===== src/rtl/pus_pkg.sv =====
`timescale 1ns / 1ps
// ----------------------------------------------------------------------------
// Particle update step: shared package
// Stage counts, register codes, colour constants, the particle word and
// the saturation helper used by the datapath.
// ----------------------------------------------------------------------------
package pus_pkg;

	// pipeline shape
	localparam int DIV_STEPS  = 15;
	localparam int SQRT_STEPS = 16;
	localparam int MOTION_LAT = 4;
	localparam int PIPE_DEPTH = 1 + (DIV_STEPS + 1) + SQRT_STEPS + 1;
	localparam int SIDE_DEPTH = PIPE_DEPTH - 1 - MOTION_LAT;

	// Q1.15 colour constants
	localparam logic [15:0] Q15_ONE = 16'd32768;
	localparam logic [15:0] END_R   = 16'd13107;
	localparam logic [15:0] END_G   = 16'd6554;

	// register map and reset values
	localparam logic        REG_LIFE_EXPL = 1'b0;
	localparam logic        REG_LIFE_EXH  = 1'b1;
	localparam logic [22:0] LIFE_EXPL_RST = 23'd32768;
	localparam logic [22:0] LIFE_EXH_RST  = 23'd16384;

	// particle kind
	localparam logic ACT_EXPLOSION = 1'b0;
	localparam logic ACT_JET       = 1'b1;

	// one particle as it travels down the pipeline
	typedef struct packed {
		logic               action;
		logic signed [31:0] pos_x;
		logic signed [31:0] pos_y;
		logic signed [31:0] vel_x;
		logic signed [31:0] vel_y;
		logic signed [31:0] acc_x;
		logic signed [31:0] acc_y;
		logic signed [23:0] ttl;
		logic        [63:0] col;
	} part_t;

	// clamp a wide signed value to 32 bits
	function automatic logic signed [31:0] sat32(input logic signed [65:0] x);
		logic signed [31:0] res;
		if (x > 66'sd2147483647) begin
			res = 32'sh7fffffff;
		end else if (x < -66'sd2147483648) begin
			res = 32'sh80000000;
		end else begin
			res = x[31:0];
		end
		return res;
	endfunction

endpackage


===== src/rtl/pus_sqrt.sv =====
`timescale 1ns / 1ps
// ----------------------------------------------------------------------------
// Particle update step: square root
// Digit-by-digit integer square root of ratio * 2^15, one result bit per
// stage; the ratio rides along for the alpha channel.
// ----------------------------------------------------------------------------
module pus_sqrt (
	input  logic        clk,
	input  logic        en,
	input  logic [15:0] ratio,
	output logic [15:0] root,
	output logic [15:0] ratio_out
);
	import pus_pkg::*;

	logic [31:0] x_q   [0:SQRT_STEPS-1];
	logic [31:0] res_q [0:SQRT_STEPS-1];
	logic [15:0] rat_q [0:SQRT_STEPS-1];
	logic [31:0] px    [0:SQRT_STEPS-1];
	logic [31:0] pres  [0:SQRT_STEPS-1];
	logic [15:0] prat  [0:SQRT_STEPS-1];
	logic [31:0] nx    [0:SQRT_STEPS-1];
	logic [31:0] nres  [0:SQRT_STEPS-1];

	// one iteration per stage, trial bit fixed by the stage
	always_comb begin
		logic [31:0] bitv;
		logic [31:0] trial;
		px[0]   = {1'b0, ratio, 15'b0};
		pres[0] = '0;
		prat[0] = ratio;
		for (int k = 1; k < SQRT_STEPS; k++) begin
			px[k]   = x_q[k-1];
			pres[k] = res_q[k-1];
			prat[k] = rat_q[k-1];
		end
		for (int k = 0; k < SQRT_STEPS; k++) begin
			bitv  = 32'd1 << (30 - 2 * k);
			trial = pres[k] + bitv;
			if (px[k] >= trial) begin
				nx[k]   = px[k] - trial;
				nres[k] = (pres[k] >> 1) + bitv;
			end else begin
				nx[k]   = px[k];
				nres[k] = pres[k] >> 1;
			end
		end
	end

	always_ff @(posedge clk) begin
		if (en) begin
			for (int k = 0; k < SQRT_STEPS; k++) begin
				x_q[k]   <= nx[k];
				res_q[k] <= nres[k];
				rat_q[k] <= prat[k];
			end
		end
	end

	assign root      = res_q[SQRT_STEPS-1][15:0];
	assign ratio_out = rat_q[SQRT_STEPS-1];

endmodule


===== config.mk =====
export PLATFORM = sky130hd
export DESIGN_NAME = pus_sqrt
export DESIGN_NICKNAME = d
export VERILOG_FILES = /design/src/rtl/pus_pkg.sv /design/src/rtl/pus_sqrt.sv
export SDC_FILE = /design/constraint.sdc
export NUM_CORES = 1
export LEC_CHECK = 0
export BUFFER_PORTS_ARGS = -buffer_cell sky130_fd_sc_hd__buf_2
export CAP_MARGIN = 0
export CORE_AREA = 2 2 229 231
export DETAILED_ROUTE_END_ITERATION = 8
export DIE_AREA = 0 0 231 233
export PLACE_DENSITY = 0.73
export SETUP_SLACK_MARGIN = 0.05
export SYNTH_ARGS = -nofsm -noshare
export SYNTH_HDL_FRONTEND = slang
export SYNTH_SLANG_ARGS = --single-unit

===== constraint.sdc =====
create_clock -name clk -period 2.9 [get_ports clk]
set_clock_uncertainty 0.1 [all_clocks]
set_input_delay 0.58 -clock clk [delete_from_list [all_inputs] [get_ports clk]]
set_output_delay 0.58 -clock clk [all_outputs]
set_load 0.01 [all_outputs]

==> key figures <==
Cells and area
  – Commonest non-fill, non-tap cell in the layout: edfxtp_1
  – Most frequent cells in the layout: edfxtp_1, inv_1, nor2_1
  – Fillcell total: roughly 3600
  – Ant. Diodes: 0
  – Synth-to-Final Area Change: 17.1%
  – Layout cells sized above 1: 17.6%
  – Fin nets: ~2400

Outcome
  – Failing checks: setup timing
  – Status: complete, but fails checks

Clock network
  – CTS sink count: 626
  – Clk root buf: clkbuf_16
  – Clk slew on worst S/H paths: 70 ps
  – Worst skew pair latency: 630 ps
  – TritonCTS clock tree: done
  – CTS Buf Count: 61
  – CTS max path bufs: 3
  – H-tree Lvls: 2

Logic synthesis
  – Mux contribution to synthesized area: less than 1%
  – Adder-cell share of the synthesized area: under 10%
  – Area leader, netlist: edfxtp_1
  – Main combinational cell family by area after synthesis: simple AND/OR/NAND/NOR gates
  – Area contributors post-synth: edfxtp_1, ha_1, xor2_1
  – Sequential share of the synthesized area: just under 70%
  – Share of the synthesized area in the top cell type: approximately two thirds
  – Post-Synth Simple-Gate Area: about 9%
  – Post-synthesis compound-gate area fraction: 8.33%
  – Number of enable flip-flop cells after synthesis: roughly 630
  – Main synth FF type: edfxtp_1
  – Mapped Cells: 2022
  – Mapped cell area: 27900 sq um
  – Synth Area in XOR/XNOR: under 10%
  – Unique masters post-synth: 78
  – Yosys reg bits: roughly 630
  – FFs w/ async S/R, synth: 0%
  – Synth Area per Inst: between 10 and 15 sq um
  – Synth warnings: 0

Drt
  – Routed len/inst: roughly 18 um
  – Detailed-route wire length: 51900 um
  – ANT nets after route: 0
  – Drt drc: 0
  – Vias per inst: roughly 5.6
  – Drt pass-1 iters: 5
  – Vias post-DR: ~16000
  – Iteration-0 DRC Markers: between 1000 and 1500

STA
  – Fin Hold WS: approximately 33 ps
  – F_max: roughly 330 MHz
  – Worst setup margin: -149 ps
  – RSZ-0062 raised after global routing: yes
  – Final Slew Violations: 0
  – Worst slew margin: 61.0%
  – Final Hold Fails: 0
  – Post-layout minimum cycle time: just over 3000 ps
  – Least-Margin Pin Slew: 585 ps
  – Final Setup Violations: 9
  – Fin crit share: 105%

Worst setup path
  – FF-to-FF End: x_q[1][126]
  – CP required: about 3200 ps
  – Reg-to-Reg Start: x_q[1][74]
  – Worst r2r path cells: 9
  – CP max FO: 5
  – CP Capture Type: flop
  – CP Launch Point: x_q[1][74]
  – Crit path kind: flop to flop
  – R2R setup slack: -150 ps
  – Startpoint Class: flop
  – CP arrival: between 3000 and 4000 ps

Global routing
  – Vias in the first global route: between 15000 and 20000
  – GRT Overall Usage: approximately a fifth
  – Grt total ovfl: 0
  – First-pass GRT wire length: just over 80000 um
  – Initial antenna violation count: 0
  – Largest net degree at the start of global routing: 74

Floorplan
  – Die span in x: between 200 and 250 um
  – Rows: 83
  – I/O pins: 50
  – Core Area: about 51000 sq um
  – Die H: around 230 um
  – Initial cell density of the core: 54.5%
  – Die area: approximately 54000 sq um

Worst hold path
  – Hold Path Class: input pin to flop
  – Hold_sp: ratio[6]
  – WHS Endpoint: rat_q[0][6]
  – Min-Delay Path Depth: 1

Power and ir drop
  – Total Power: around 24 mW
  – Maximum vdd drop: 612 uV
  – PD cells: roughly 720 nW/um^2
  – Leak Pwr: ~12 nW

Place
  – Placement Setup Slack: -145 ps
  – GP Congestion: slightly above 0.9
  – DP Wirelength: between 30000 and 40000 um
  – Port Buf Inserts: 49

Run
  – Max_cap viols: 0
logic make-up after synthesis:
kind of cell,Yosys count
flops,626
other cells,1
simple gates,512
buf+inv,191
compound gates,365
fa+ha+maj,133
xor+xnor,170
mux,24
report_power, final:
| part | switching, mW | internal, mW |
|---|---|---|
| Sequential | 0.697 | 11.3 |
| Combinational | 2.03 | 1.72 |
| Clock | 3.34 | 4.58 |
| Total | 6.06 | 17.6 |
how the worst max path moves through the flow:
stage,end,slack [ps],cells after the start
floorplan,x_q[1][159],90,13
global placement,x_q[1][187],-30,8
detailed placement,x_q[1][187],-150,9
CTS,x_q[1][126],30,9
global route,x_q[1][126],-240,9
finish,x_q[1][126],-150,9
stage by stage:
step	std cells	setup TNS [ps]	instance area, sq um	util, %
floorplan	2023	0	27900	-
finish	2957	-493	32600	63.9
global placement	2810	-66.3	29600	57.9
global route	2957	-3850	32600	63.9
CTS	2928	0	31800	62.2
detailed placement	2810	-998	29600	57.9
cell type report:
type                    count  area [sq um]  share of cell area, %
inverters                 168           633                   1.94
well taps                 680           851                   2.61
clock buffers              74          1580                   4.83
clock inverters            36           427                   1.31
repair buffers            167          1300                   3.98
flip-flops and latches    626         18800                   57.6
multi-input cells        1206          9050                   27.7
what timing repair did:
item / in CTS / in global routing
pin swaps: 8 / 49
setup buffers: 2 / 31
endpoints found under the hold margin: 6 / 0
hold buffers: 6 / 0
setup endpoints to repair: 67 / 115
gates resized for setup: 32 / 125
routing by layer:
metal / up-vias / wire (um) / track usage [%]
met5: - / 0 / 0
met4: 0 / 1930 / 7.48
met3: 144 / 1880 / 2.77
met2: 389 / 27800 / 35.3
li1: 7925 / - / -
met1: 7977 / 20300 / 21.2
flip-flops by register name, summed over array words and instances, names as in the netlist:
register and flops:
x_q 234, rat_q 256, res_q 136
Yosys cell counts, drive strengths merged (7+ instances only):
| cell type | number |
|---|---|
| edfxtp | 626 |
| inv | 167 |
| nor2 | 154 |
| ha | 126 |
| nand2 | 125 |
| a21oi | 111 |
| o21ai | 92 |
| xor2 | 90 |
| xnor2 | 80 |
| nor4 | 44 |
| nor3 | 41 |
| a21o | 27 |
| o21a | 27 |
| nand2b | 25 |
| or3 | 24 |
| nand3 | 23 |
| a211oi | 21 |
| mux2 | 20 |
| clkbuf | 16 |
| nor2b | 16 |
| nand4 | 13 |
| o31ai | 13 |
| or4 | 9 |
| a211o | 8 |
| o211ai | 8 |
| a2111oi | 7 |
| and2 | 7 |
| buf | 7 |
| fa | 7 |
| o21bai | 7 |
worst max-delay path, cell delays in order, from the launching register on:
cell	delay (ps)
edfxtp_1	470
ha_4	230
fa_2	400
a211oi_4	310
nor2_2	90
o221a_2	250
o41a_1	390
a21boi_4	260
nand4b_1	140
xnor2_1	140
(Power assumes the default switching activity.)
