<file path="src/rtl/pus_pkg.sv">
`timescale 1ns / 1ps
// ----------------------------------------------------------------------------
// Particle update step: shared package
// Stage counts, register codes, colour constants, the particle word and
// the saturation helper used by the datapath.
// ----------------------------------------------------------------------------
package pus_pkg;

	// pipeline shape
	localparam int DIV_STEPS  = 15;
	localparam int SQRT_STEPS = 16;
	localparam int MOTION_LAT = 4;
	localparam int PIPE_DEPTH = 1 + (DIV_STEPS + 1) + SQRT_STEPS + 1;
	localparam int SIDE_DEPTH = PIPE_DEPTH - 1 - MOTION_LAT;

	// Q1.15 colour constants
	localparam logic [15:0] Q15_ONE = 16'd32768;
	localparam logic [15:0] END_R   = 16'd13107;
	localparam logic [15:0] END_G   = 16'd6554;

	// register map and reset values
	localparam logic        REG_LIFE_EXPL = 1'b0;
	localparam logic        REG_LIFE_EXH  = 1'b1;
	localparam logic [22:0] LIFE_EXPL_RST = 23'd32768;
	localparam logic [22:0] LIFE_EXH_RST  = 23'd16384;

	// particle kind
	localparam logic ACT_EXPLOSION = 1'b0;
	localparam logic ACT_JET       = 1'b1;

	// one particle as it travels down the pipeline
	typedef struct packed {
		logic               action;
		logic signed [31:0] pos_x;
		logic signed [31:0] pos_y;
		logic signed [31:0] vel_x;
		logic signed [31:0] vel_y;
		logic signed [31:0] acc_x;
		logic signed [31:0] acc_y;
		logic signed [23:0] ttl;
		logic        [63:0] col;
	} part_t;

	// clamp a wide signed value to 32 bits
	function automatic logic signed [31:0] sat32(input logic signed [65:0] x);
		logic signed [31:0] res;
		if (x > 66'sd2147483647) begin
			res = 32'sh7fffffff;
		end else if (x < -66'sd2147483648) begin
			res = 32'sh80000000;
		end else begin
			res = x[31:0];
		end
		return res;
	endfunction

endpackage

</file>
<file path="src/rtl/pus_color.sv">
`timescale 1ns / 1ps
// ----------------------------------------------------------------------------
// Particle update step: colour update
// Registered channel products, then blend toward the end colour (jet) or
// scale green and set alpha (explosion).
// ----------------------------------------------------------------------------
module pus_color (
	input  logic        clk,
	input  logic        en,
	input  logic        action,
	input  logic [63:0] col,
	input  logic [15:0] ratio,
	input  logic [15:0] root,
	output logic [63:0] new_col
);
	import pus_pkg::*;

	logic [15:0]        end_c  [4];
	logic [15:0]        end_s  [4];
	logic signed [16:0] dlt    [4];
	logic signed [16:0] root_e;
	logic signed [33:0] prod_s [4];
	logic               act_s;
	logic [63:0]        col_s;
	logic [15:0]        rat_s;
	logic [18:0]        blend_w [4];
	logic [15:0]        chan_w  [4];

	// end colour per channel; explosion scales green toward zero
	always_comb begin
		end_c[0] = (action == ACT_JET) ? END_R : 16'd0;
		end_c[1] = (action == ACT_JET) ? END_G : 16'd0;
		end_c[2] = 16'd0;
		end_c[3] = 16'd0;
		end_s[0] = (act_s == ACT_JET) ? END_R : 16'd0;
		end_s[1] = (act_s == ACT_JET) ? END_G : 16'd0;
		end_s[2] = 16'd0;
		end_s[3] = 16'd0;
		for (int i = 0; i < 4; i++) begin
			dlt[i] = $signed({1'b0, col[16*i +: 16]}) - $signed({1'b0, end_c[i]});
		end
	end

	assign root_e = $signed({1'b0, root});

	always_ff @(posedge clk) begin
		if (en) begin
			act_s <= action;
			col_s <= col;
			rat_s <= ratio;
			for (int i = 0; i < 4; i++) begin
				prod_s[i] <= root_e * dlt[i];
			end
		end
	end

	// shift down, add back end colour, keep 16 bits
	always_comb begin
		logic signed [33:0] sh;
		for (int i = 0; i < 4; i++) begin
			sh         = prod_s[i] >>> 15;
			blend_w[i] = sh[18:0] + {3'b0, end_s[i]};
			chan_w[i]  = blend_w[i][15:0];
		end
	end

	assign new_col = (act_s == ACT_JET) ?
		{chan_w[3], chan_w[2], chan_w[1], chan_w[0]} :
		{rat_s, col_s[47:32], chan_w[1], col_s[15:0]};

endmodule
</file>
<file path="config.mk">
export PLATFORM = sky130hd
export DESIGN_NAME = pus_color
export DESIGN_NICKNAME = d
export VERILOG_FILES = /design/src/rtl/pus_pkg.sv /design/src/rtl/pus_color.sv
export SDC_FILE = /design/constraint.sdc
export NUM_CORES = 2
export LEC_CHECK = 0
export ABC_AREA = 0
export BUFFER_PORTS_ARGS = -buffer_cell sky130_fd_sc_hd__buf_2
export CELL_PAD_IN_SITES_DETAIL_PLACEMENT = 0
export CELL_PAD_IN_SITES_GLOBAL_PLACEMENT = 1
export CORE_ASPECT_RATIO = 1.2
export CORE_UTILIZATION = 46
export DETAILED_ROUTE_END_ITERATION = 8
export PLACE_DENSITY_LB_ADDON = 0.05
export SYNTH_ARGS = -nofsm -noshare
export SYNTH_HDL_FRONTEND = slang
export SYNTH_SLANG_ARGS = --single-unit
</file>
<file path="constraint.sdc">
create_clock -name clk -period 8.6 [get_ports clk]
set_input_delay 1.72 -clock clk [delete_from_list [all_inputs] [get_ports clk]]
set_output_delay 1.72 -clock clk [all_outputs]
set_load 0.01 [all_outputs]
</file>
==> flow_metrics.env <==
export IMPL_viasPerCell=4.91
export IMPL_timing_critical_path_mode_cell="fa_1"
export IMPL_first_pass_iters=5
export IMPL_rows=115
export IMPL_slew_headroom=0.335
export IMPL_synth_cell_types=68
export IMPL_drt_iter0_drc=989
export IMPL_synthFlopType="edfxtp_1"
export IMPL_clock_tree_buffer_depth=2
export IMPL_start_kind="input port"
export IMPL_htree_levels=4
export IMPL_yosys_area_share_simple=0.159
export IMPL_status="complete, no violations"
export IMPL_synth_edf_count=113
export IMPL_yosysSeqAreaShare=0.0880
export IMPL_grt_max_degree=58
export IMPL_worst_setup_path_startpoint="action"
export IMPL_synthAdderAreaFrac=0.558
export IMPL_finalSetupViolations=0
export IMPL_crit_family="adder cells"
export IMPL_maxCapViolCount=0
export IMPL_dp_hpwl_um=78900
export IMPL_finalWorstPathRequiredPeriod_ns=8.54
export IMPL_syn_area_um2=38600
export IMPL_io_buffer_count=162
export IMPL_cts_made_buffers=17
export IMPL_synth_top_family_by_area="adder cells"
export IMPL_finalHoldViolations=0
export IMPL_syn_to_final_growth_pct=12.8
export IMPL_synth_cells=4178
export IMPL_vias=27400
export IMPL_final_common_cell="inv_1"
export IMPL_dieArea_um2=85000
export IMPL_cpMaxStageDelayCell="fa_1"
export IMPL_routabilityCongestion=0.834
export IMPL_max_stage_delay_ns=0.58
export IMPL_drtAntennaViolNets=0
export IMPL_die_h_um=319
export IMPL_stdcell_area_um2=43500
export IMPL_layout_common_cells="inv_1 (996), fa_1 (795), nand2_1 (612), ha_1 (421), and2_1 (378)"
export IMPL_cts_root_buffer="clkbuf_16"
export IMPL_cp_data_arrival_time_ns=8.78
export IMPL_drc=0
export IMPL_postPlaceCellArea_um2=42300
export IMPL_endpoint_kind="flop"
export IMPL_grt_pass1_vias=30300
export IMPL_worstPathMaxFanout=5
export IMPL_synthMuxAreaShare=0.0114
export IMPL_tightest_slew_ns=0.998
export IMPL_crit_type="input port to flop"
export IMPL_yosysWarnings=0
export IMPL_rsz0062_at_grt="yes"
export IMPL_setup_tns_final_ns=0
export IMPL_grt_overflow_total=0
export IMPL_wl_per_cell_um=17.2
export IMPL_io_pins=163
export IMPL_final_seq_area_um2=3390
export IMPL_worst_hold_slack_ns=1.40
export IMPL_synthXorXnorAreaFrac=0.0288
export IMPL_synth_compound_area_frac=0.0349
export IMPL_report_final_slew_viol_count=0
export IMPL_max_freq_mhz=117
export IMPL_final_layout_size_suffix_gt1_frac=0.143
export IMPL_cts_tree="done"
export IMPL_die_w_um=266
export IMPL_synth_area_per_cell_um2=9.23
export IMPL_fin_nets=5785
export IMPL_antenna_found_initial=10
export IMPL_groute_usage_overall=0.242
export IMPL_hp_class="input port to flop"
export IMPL_critPathBufInv=7
export IMPL_period_share=0.993
export IMPL_ys_ff_latch=113
export IMPL_grt_pass1_wl_um=160000
export IMPL_wirelength_um=96100
export IMPL_nFillCells=7878
export IMPL_core_area_um2=82400
export IMPL_hold_start="ratio[10]"
export IMPL_synth_nets=5517
export IMPL_synthArstFlopShare=0
export IMPL_initial_core_util=0.468
export IMPL_hold_buffers=0
export IMPL_cp_required_ns=8.84
export IMPL_clkTransAtPathRegs_ns=0.06
export IMPL_multiInputGateArea_um2=31100
export IMPL_cts_sinks=113
-- synth_stat cells (all sizes together) (2+ instances only) --
| library cell | number | area [um2] |
|---|---|---|
| o31a | 2 | 17.5 |
| a211oi | 8 | 60.1 |
| edfxtp | 113 | 3390 |
| ha | 438 | 5480 |
| or4 | 4 | 30.0 |
| nor4 | 2 | 12.5 |
| fa | 802 | 16100 |
| nor4b | 2 | 23.8 |
| a31oi | 9 | 56.3 |
| o21bai | 5 | 37.5 |
| buf | 26 | 169 |
| nor3 | 21 | 105 |
| a41o | 2 | 20.0 |
| o211ai | 2 | 15.0 |
| and2 | 381 | 2380 |
| nand4 | 16 | 100 |
| nand2 | 616 | 2310 |
| clkbuf | 174 | 653 |
| o21ai | 32 | 160 |
| nand3b | 2 | 15.0 |
| o22ai | 2 | 12.5 |
| o41ai | 2 | 43.8 |
| o21a | 19 | 143 |
| xnor2 | 85 | 767 |
| and3 | 6 | 37.5 |
| nand2b | 18 | 113 |
| mux2 | 39 | 439 |
| a311oi | 2 | 17.5 |
| or3 | 8 | 50.1 |
| xor2 | 36 | 323 |
| o31ai | 4 | 30.0 |
| or2 | 22 | 138 |
| nor2b | 65 | 407 |
| a2111oi | 4 | 53.8 |
| nor2 | 83 | 312 |
| inv | 1003 | 3760 |
| a21oi | 54 | 278 |
| a221oi | 2 | 17.5 |
| a31o | 5 | 43.8 |
| nand3 | 15 | 80.1 |
| a21o | 32 | 240 |
| a21boi | 2 | 15.0 |
-- through the flow --
stage / instances / worst slack [ns] / utilization
floorplan: 4178 / 0.00486 / -
global placement: 5525 / -0.821 / 0.513
detailed placement: 5525 / -0.849 / 0.513
CTS: 5560 / 0.00275 / 0.523
global route: 5572 / -0.218 / 0.528
finish: 5573 / 0.0610 / 0.528
-- final timing paths --
kind                         to  cells past startpoint
hold / removal        rat_s[10]                      1
setup / recovery  prod_s[0][30]                     29
-- cell families (layout without fill, tap and decap cells) --
group,count (synthesis),after routing
other,0,4
buffers and inverters,1204,1484
AND/OR/NAND/NOR,1264,1264
XOR/XNOR,122,122
AO/OA/AOI/OAI,196,196
multiplexers,39,39
adder cells (fa/ha/maj),1240,1240
flip-flops,113,113
-- flip-flops by register name (all words and copies together) (netlist names) --
name and count:
prod_s 64, col_s 32, rat_s 16, act_s 1
-- timing repair --
item	in CTS	in global routing
endpoints found under the setup margin	13	21
pin swaps	17	59
endpoints found under the hold margin	0	0
gates resized for setup	29	60
buffers inserted	5	9
-- area by class of cell --
type	instances	area share
clock inverters	11	0.00486
clock buffers	20	0.0100
inverters	1004	0.0867
diodes	4	0.000230
repair buffers	449	0.0734
well taps	1111	0.0319
multi-input cells	2861	0.715
flip-flops and latches	113	0.0780
-- routing by layer --
| metal | wire length, um | up-vias | GRT usage |
|---|---|---|---|
| li1 | - | 12900 | - |
| met1 | 41300 | 14000 | 0.308 |
| met2 | 50500 | 363 | 0.441 |
| met3 | 2790 | 73 | 0.0231 |
| met4 | 1390 | 8 | 0.0519 |
| met5 | 49 | - | 0 |
Power is left out: the tool's default activity adds up to more than one toggle a clock period on the data nets, which glitch-free logic cannot reach.
