<file path="src/rtl/pus_pkg.sv">
`timescale 1ns / 1ps
// ----------------------------------------------------------------------------
// Particle update step: shared package
// Stage counts, register codes, colour constants, the particle word and
// the saturation helper used by the datapath.
// ----------------------------------------------------------------------------
package pus_pkg;

	// pipeline shape
	localparam int DIV_STEPS  = 15;
	localparam int SQRT_STEPS = 16;
	localparam int MOTION_LAT = 4;
	localparam int PIPE_DEPTH = 1 + (DIV_STEPS + 1) + SQRT_STEPS + 1;
	localparam int SIDE_DEPTH = PIPE_DEPTH - 1 - MOTION_LAT;

	// Q1.15 colour constants
	localparam logic [15:0] Q15_ONE = 16'd32768;
	localparam logic [15:0] END_R   = 16'd13107;
	localparam logic [15:0] END_G   = 16'd6554;

	// register map and reset values
	localparam logic        REG_LIFE_EXPL = 1'b0;
	localparam logic        REG_LIFE_EXH  = 1'b1;
	localparam logic [22:0] LIFE_EXPL_RST = 23'd32768;
	localparam logic [22:0] LIFE_EXH_RST  = 23'd16384;

	// particle kind
	localparam logic ACT_EXPLOSION = 1'b0;
	localparam logic ACT_JET       = 1'b1;

	// one particle as it travels down the pipeline
	typedef struct packed {
		logic               action;
		logic signed [31:0] pos_x;
		logic signed [31:0] pos_y;
		logic signed [31:0] vel_x;
		logic signed [31:0] vel_y;
		logic signed [31:0] acc_x;
		logic signed [31:0] acc_y;
		logic signed [23:0] ttl;
		logic        [63:0] col;
	} part_t;

	// clamp a wide signed value to 32 bits
	function automatic logic signed [31:0] sat32(input logic signed [65:0] x);
		logic signed [31:0] res;
		if (x > 66'sd2147483647) begin
			res = 32'sh7fffffff;
		end else if (x < -66'sd2147483648) begin
			res = 32'sh80000000;
		end else begin
			res = x[31:0];
		end
		return res;
	endfunction

endpackage

</file>
<file path="src/rtl/pus_div.sv">
`timescale 1ns / 1ps
// ----------------------------------------------------------------------------
// Particle update step: life ratio divider
// Restoring division, one quotient bit per stage, giving life / lifetime
// as Q1.15 clamped to [0, 1].
// ----------------------------------------------------------------------------
module pus_div (
	input  logic               clk,
	input  logic               en,
	input  logic signed [23:0] life,
	input  logic [22:0]        lifetime,
	output logic [15:0]        ratio
);
	import pus_pkg::*;

	logic                 life_zero;
	logic                 life_one;
	logic [22:0]          rem_q  [0:DIV_STEPS];
	logic [22:0]          dvs_q  [0:DIV_STEPS];
	logic [DIV_STEPS-1:0] quo_q  [0:DIV_STEPS];
	logic                 zero_q [0:DIV_STEPS];
	logic                 one_q  [0:DIV_STEPS];
	logic [22:0]          nrem   [1:DIV_STEPS];
	logic [DIV_STEPS-1:0] nquo   [1:DIV_STEPS];

	// flag the clamped cases up front
	assign life_zero = life[23] || (life == 24'sd0);
	assign life_one  = !life_zero && ((lifetime == 23'd0) || (life[22:0] >= lifetime));

	// one shift-and-subtract per stage
	always_comb begin
		logic [23:0] trial;
		logic [23:0] diff;
		for (int k = 1; k <= DIV_STEPS; k++) begin
			trial = {rem_q[k-1], 1'b0};
			diff  = trial - {1'b0, dvs_q[k-1]};
			if (trial >= {1'b0, dvs_q[k-1]}) begin
				nrem[k] = diff[22:0];
				nquo[k] = {quo_q[k-1][DIV_STEPS-2:0], 1'b1};
			end else begin
				nrem[k] = trial[22:0];
				nquo[k] = {quo_q[k-1][DIV_STEPS-2:0], 1'b0};
			end
		end
	end

	always_ff @(posedge clk) begin
		if (en) begin
			rem_q[0]  <= life[22:0];
			dvs_q[0]  <= lifetime;
			quo_q[0]  <= '0;
			zero_q[0] <= life_zero;
			one_q[0]  <= life_one;
			for (int k = 1; k <= DIV_STEPS; k++) begin
				rem_q[k]  <= nrem[k];
				dvs_q[k]  <= dvs_q[k-1];
				quo_q[k]  <= nquo[k];
				zero_q[k] <= zero_q[k-1];
				one_q[k]  <= one_q[k-1];
			end
		end
	end

	assign ratio = one_q[DIV_STEPS]  ? Q15_ONE :
	               zero_q[DIV_STEPS] ? 16'd0   : {1'b0, quo_q[DIV_STEPS]};

endmodule

</file>
<file path="config.mk">
export PLATFORM = sky130hd
export DESIGN_NAME = pus_div
export DESIGN_NICKNAME = d
export VERILOG_FILES = /design/src/rtl/pus_pkg.sv /design/src/rtl/pus_div.sv
export SDC_FILE = /design/constraint.sdc
export NUM_CORES = 1
export LEC_CHECK = 0
export ABC_AREA = 1
export BUFFER_PORTS_ARGS = -buffer_cell sky130_fd_sc_hd__clkbuf_2
export CELL_PAD_IN_SITES_DETAIL_PLACEMENT = 0
export CELL_PAD_IN_SITES_GLOBAL_PLACEMENT = 1
export CORE_UTILIZATION = 30
export CTS_BUF_LIST = sky130_fd_sc_hd__clkbuf_8
export DETAILED_ROUTE_END_ITERATION = 8
export PLACE_DENSITY_LB_ADDON = 0.2
export SYNTH_ARGS = -nofsm -noshare
export SYNTH_HDL_FRONTEND = slang
export SYNTH_SLANG_ARGS = --single-unit
</file>
<file path="constraint.sdc">
create_clock -name clk -period 4.4 [get_ports clk]
set_clock_uncertainty 0.2 [all_clocks]
set_input_delay 1.32 -clock clk [delete_from_list [all_inputs] [get_ports clk]]
set_output_delay 1.32 -clock clk [all_outputs]
set_load 0.05 [all_outputs]
</file>
==> key figures, run 1 <==
Global routing
  • GR Overflow Total: 0
  • Vias in the first global route: 43,800
  • Initial antenna violation count: 4
  • Largest net degree at the start of global routing: 145
  • First-pass GRT wire length: 264 mm
  • Overall Global Routing Usage: 18.1%

Logic synthesis
  • Top_reg_cell synth: edfxtp_1
  • Number of synthesis warnings: 0
  • Distinct cells, synth: 40
  • Async set-or-reset flop fraction in the synthesized netlist: 0%
  • Dominant cell type by area after synthesis: edfxtp_1
  • Synth area leaders: edfxtp_1 45%, nand2_1 17%, inv_1 10%, ha_1 8.1%, nand3_1 3.5%
  • Syn_area_per_cell: 7.76 um^2
  • Number of flops mapped to enable cells by yosys: 842
  • Net Count, Synth: 7,735
  • Post-Syn Area: 56,700 um^2
  • Synth Register Bits: 842
  • Seq/Total Area, Yosys: 44.6%
  • Synth top area share: 44.6%
  • Syn Inst Count: 7,305

Timing
  • Post-route setup TNS: 0 ns
  • Actual slew at the worst max-slew pin: 0.903 ns
  • # setup viols final: 0
  • Rel. slew slack: 39.8%
  • Final Cycle Share: 88.9%
  • Fmax: 256 MHz
  • Final hold vios: 0
  • Setup WS post-layout: 0.489 ns
  • Slew Viols, Final: 0
  • Min Tclk post-route: 3.91 ns
  • RSZ-0062 raised after global routing: no

Clock tree
  • CTS root buf: clkbuf_8
  • CTS tree: yes
  • # resized after CTS: 0
  • Clock-pin slew on the worst setup and hold paths: 0.06 ns
  • # H-tree levels: 4
  • Setup bufs post-CTS: 0
  • Clk_lat worst skew: 0.89 ns
  • CTS Buf Count: 162
  • Clock tree buffer depth: 3
  • CTS sink count: 842
  • Hold_buf cts: 0

Pwr
  • Power Density: 636 nW/um^2
  • Lkg Pwr: 31.8 nW
  • Tot Pwr: 40.0 mW
  • IR drop worst, VDD: 244 uV

Final layout
  • Design area: 62,900 um^2
  • Fillers: 20,100
  • Synthesis-to-finish area growth: 11.0%
  • FF/Latch Area: 25,300 um^2
  • Most common cell after layout, fill and taps aside: nand2_1
  • Layout cell share with drive strength beyond 1: 6.14%
  • NumNets Final: 7,895
  • Footprint of the multi-input gates: 24,600 um^2
  • Post-layout util: 33.5%
  • Most frequent cells in the layout: 2,554 x nand2_1, 1,630 x inv_1, 842 x edfxtp_1

Placed design
  • Port Buffers: 64
  • DP Worst Slack: 1.10 ns
  • Final HPWL DP: 140 mm
  • Placed Area: 59,700 um^2
  • Gpl congestion: 0.874

Setup path
  • Critical-path maximum fanout: 15
  • Critical path type: reg2out
  • Worst setup SP type: flop
  • Critical path buffer and inverter count: 1
  • Worst setup EP type: primary output
  • CP peak stage delay: 0.55 ns
  • Worst Path Required: 2.88 ns
  • Worst EP arrival: 2.39 ns
  • Worst path cell trace: or2_2, nor2_1, clkbuf_2
  • Crit path max-delay family: simple AND/OR/NAND/NOR gates
  • CP max-delay cell: or2_2

Die
  • Die width: 437 um
  • Die area: 191,000 um^2
  • Starting density of the core: 30.2%
  • Core footprint: 188,000 um^2
  • Die H: 437 um
  • FP Rows: 159
  • Total I/O pin count: 65

Drt
  • Antenna Nets Post-Route: 0
  • Via density: 4.50
  • Wirelength per Cell: 17.3 um
  • DR DRC count: 0
  • Drt first pass iters: 6
  • 1st-iter DRT viols: 3,317
  • Vias: 45,400
  • WL final: 175 mm

Job
  • Max-cap violations: 0

Min path
  • Hold Crit Class: reg2reg

Run status
  • Status: completed
==> layout make-up <==
type	instances	share of cell area [%]
antenna	2	0.00795
clock buffer	166	3.63
clock inverter	126	1.48
inverter	1621	9.67
multi-input combinational	4753	39.2
sequential	842	40.2
tap	2495	4.96
timing repair buffer	85	0.915
==> logic make-up (layout without fill, tap and decap cells) <==
group	count (synthesis)	count (layout)	synth area share [%]
xor gates and xnor gates	140	140	2.16
AOI/OAI and AO/OA	330	330	3.03
adders and majority gates	381	381	8.59
buffers and inverters	1710	1998	11.9
and+or+nand+nor	3902	3902	29.7
other	0	2	0
DFF	842	842	44.6
==> registers in the layout (all words and copies together) (netlist names) <==
| name | cells |
|---|---|
| dvs_q | 345 |
| rem_q | 345 |
| quo_q | 120 |
| one_q | 16 |
| zero_q | 16 |
==> power by group <==
part / internal, mW / total, mW / switching (mW)
Clock: 4.30 / 7.93 / 3.63
Sequential: 11.6 / 13.0 / 1.39
Combinational: 6.30 / 19.1 / 12.8
==> worst paths after layout <==
check                                            start                       to  slack, ns  cells after the start
worst min register to register  zero_q[0][4]$_DFFE_PP_   zero_q[0][5]$_DFFE_PP_       0.21                      0
worst min-delay path            zero_q[0][4]$_DFFE_PP_   zero_q[0][5]$_DFFE_PP_       0.21                      0
worst max register to register  dvs_q[3][18]$_DFFE_PP_  rem_q[0][170]$_DFFE_PP_       1.07                     10
worst max-delay path             one_q[1][7]$_DFFE_PP_                ratio[14]       0.49                      3
==> synth_stat cells (all sizes together) (7+ instances only) <==
cell	instances
nand2	2610
inv	1619
edfxtp	842
nor2	464
nand3	407
ha	367
nand4	252
a21oi	169
o21ai	153
xor2	140
nand3b	82
buf	68
nor3	36
and2	29
clkbuf	21
or2	15
fa	14
nor4	7
==> per-stage QoR <==
| stage | std cells | hold slack (ns) |
|---|---|---|
| global placement | 9796 | 0.202 |
| floorplan | 7305 | 0.200 |
| global route | 10100 | 0.208 |
| CTS | 10100 | 0.196 |
| finish | 10100 | 0.210 |
| detailed placement | 9796 | 0.205 |
==> routing by layer <==
metal,vias up,GRT usage [%],share of wire [%]
li1,23400,-,-
met3,238,2.98,4.5
met5,-,0,0.0074
met1,20800,25.0,48
met2,901,28.7,45
met4,2,5.49,2.7
Note: power is estimated with default switching activity, not from simulation.
==> run 2, diff against run 1 <==
--- a/config.mk
+++ b/config.mk
@@ -10,7 +10,7 @@
 export CELL_PAD_IN_SITES_DETAIL_PLACEMENT = 0
 export CELL_PAD_IN_SITES_GLOBAL_PLACEMENT = 1
 export CORE_UTILIZATION = 30
-export CTS_BUF_LIST = sky130_fd_sc_hd__clkbuf_8
+export CTS_BUF_LIST = sky130_fd_sc_hd__clkbuf_16
 export DETAILED_ROUTE_END_ITERATION = 8
 export PLACE_DENSITY_LB_ADDON = 0.2
 export SYNTH_ARGS = -nofsm -noshare
==> key figures, run 2 (synthesis results as in run 1) <==
Run status
  • Status: completed

Pwr
  • Clk pwr share: 22.1%
  • Internal Pwr Total: 23.2 mW
  • IR drop worst, VDD: 315 uV
  • Sequential power share: 31.5%
  • Sw Ratio: 43.7%
  • Power Density: 650 nW/um^2
  • Net switching power: 18.0 mW
  • Comb pwr share: 46.4%
  • Lkg Pwr: 31.7 nW
  • Tot Pwr: 41.2 mW

Final layout
  • Biggest regs: dvs_q: 345 flops, rem_q: 345 flops, quo_q: 120 flops
  • Fillers: 20,000
  • Synthesis-to-finish area growth: 11.7%
  • Layout cell share with drive strength beyond 1: 5.63%
  • NumNets Final: 7,838
  • Most common cell after layout, fill and taps aside: nand2_1
  • Most frequent cells in the layout: 2,554 x nand2_1, 1,589 x inv_1, 842 x edfxtp_1

Clock tree
  • Setup bufs post-CTS: 0
  • CTS sink count: 842
  • CTS root buf: clkbuf_16
  • Clk_lat worst skew: 0.75 ns
  • CTS tree: yes
  • Clock tree buffer depth: 3
  • # resized after CTS: 0
  • Clock-pin slew on the worst setup and hold paths: 0.06 ns
  • # H-tree levels: 3
  • Hold_buf cts: 0
  • CTS Buf Count: 105

Min path
  • Hold Crit Class: reg2reg

Global routing
  • Largest net degree at the start of global routing: 145
  • Overall Global Routing Usage: 18.0%
  • First-pass GRT wire length: 263 mm
  • Initial antenna violation count: 3
  • GR Overflow Total: 0
  • Vias in the first global route: 43,300

Timing
  • Slew Viols, Final: 0
  • Post-route setup TNS: 0 ns
  • Min Tclk post-route: 3.74 ns
  • Rel. slew slack: 38.9%
  • Final Cycle Share: 85.0%
  • Actual slew at the worst max-slew pin: 0.917 ns
  • Fmax: 267 MHz
  • # setup viols final: 0
  • Final hold vios: 0
  • RSZ-0062 raised after global routing: no

Die
  • Total I/O pin count: 65
  • Core footprint: 188,000 um^2
  • Die area: 191,000 um^2
  • Die width: 437 um
  • Die H: 437 um
  • Starting density of the core: 30.2%
  • FP Rows: 159

Placed design
  • Port Buffers: 64
  • Final HPWL DP: 140 mm
  • Gpl congestion: 0.874

Drt
  • Wirelength per Cell: 17.4 um
  • Antenna Nets Post-Route: 0
  • Drt first pass iters: 8
  • 1st-iter DRT viols: 3,382
  • DR DRC count: 0
  • Via density: 4.50
  • Vias: 45,000
  • WL final: 174 mm

Setup path
  • Worst EP arrival: 2.22 ns
  • Crit path max-delay family: simple AND/OR/NAND/NOR gates
  • R2R Path Start: dvs_q[3][18]$_DFFE_PP_
  • Worst setup EP type: primary output
  • CP max-delay cell: or2_2
  • Worst path cell trace: or2_2, nor2_1, clkbuf_2
  • Critical-path maximum fanout: 15
  • Crit path to: ratio[14]
  • Critical path buffer and inverter count: 1
  • Worst Path Required: 2.88 ns
  • CP peak stage delay: 0.54 ns
  • Crit path depth: 3
  • Worst r2r dst: rem_q[0][171]$_DFFE_PP_
  • Worst setup SP type: flop
  • Critical path type: reg2out
  • Setup crit start: one_q[1][7]$_DFFE_PP_
  • R2r setup slk: 1.08 ns
  • Register-to-Register Path Depth: 10

Job
  • Max-cap violations: 0
[run 2: cell types whose count changed in the layout (fill, tap and decap cells not counted), moves of 6 or more]
cell,before,now
clkbuf_8,166,0
clkbuf_16,0,105
inv_1,1630,1589
clkinvlp_4,1,15
clkinv_1,29,20
clkinv_4,0,6
[run 2: layout make-up]
class                      count  area (um^2)  area share (%)
sequential                   842        25300            39.9
timing repair buffer          85          576           0.909
antenna                        1         2.50         0.00395
clock inverter                93         1000            1.58
clock buffer                 105         2630            4.15
tap                         2495         3120            4.93
multi-input combinational   4753        24600            38.9
inverter                    1621         6080            9.61
[run 2: power groups by stage]
stage	sequential, mW	clock [mW]	combinational [mW]
floorplan	12.3	0	14.6
global placement	13.2	0	19.1
detailed placement	13.2	0	19.1
CTS	13.1	9.40	19.2
global route	13.2	9.66	21.9
finish	13.0	9.10	19.1
[run 2: per-layer routing]
metal | up-vias | GRT usage, % | wire length [um]
met2 | 828 | 28.7 | 78300
met1 | 20600 | 25.2 | 84100
met3 | 216 | 2.64 | 7110
li1 | 23300 | - | -
met4 | 2 | 4.90 | 4570
met5 | - | 0 | 13
[run 2: how the worst min path moves through the flow]
stage	start	depth (start not counted)	endpoint
after floorplan	one_q[0][0]$_DFFE_PP_	0	one_q[0][1]$_DFFE_PP_
after CTS	zero_q[0][4]$_DFFE_PP_	0	zero_q[0][5]$_DFFE_PP_
final	one_q[0][3]$_DFFE_PP_	0	one_q[0][4]$_DFFE_PP_
after global routing	quo_q[0][63]$_DFFE_PP_	0	quo_q[0][79]$_DFFE_PP_
after detailed placement	quo_q[1][3]$_DFFE_PP_	0	quo_q[1][19]$_DFFE_PP_
after global placement	one_q[1][5]$_DFFE_PP_	0	one_q[1][6]$_DFFE_PP_
[run 2: stage by stage]
stage               std cells  hold WS, ns  area, um^2  util [%]  worst slack (ns)
finish                   9995        0.197       63300      33.7             0.661
global route             9995        0.190       63300      33.7             0.494
CTS                      9994        0.181       63300      33.7             0.508
detailed placement       9796        0.205       59700      31.8              1.10
global placement         9796        0.202       59700      31.8              1.10
floorplan                7305        0.200       56700         -              1.23
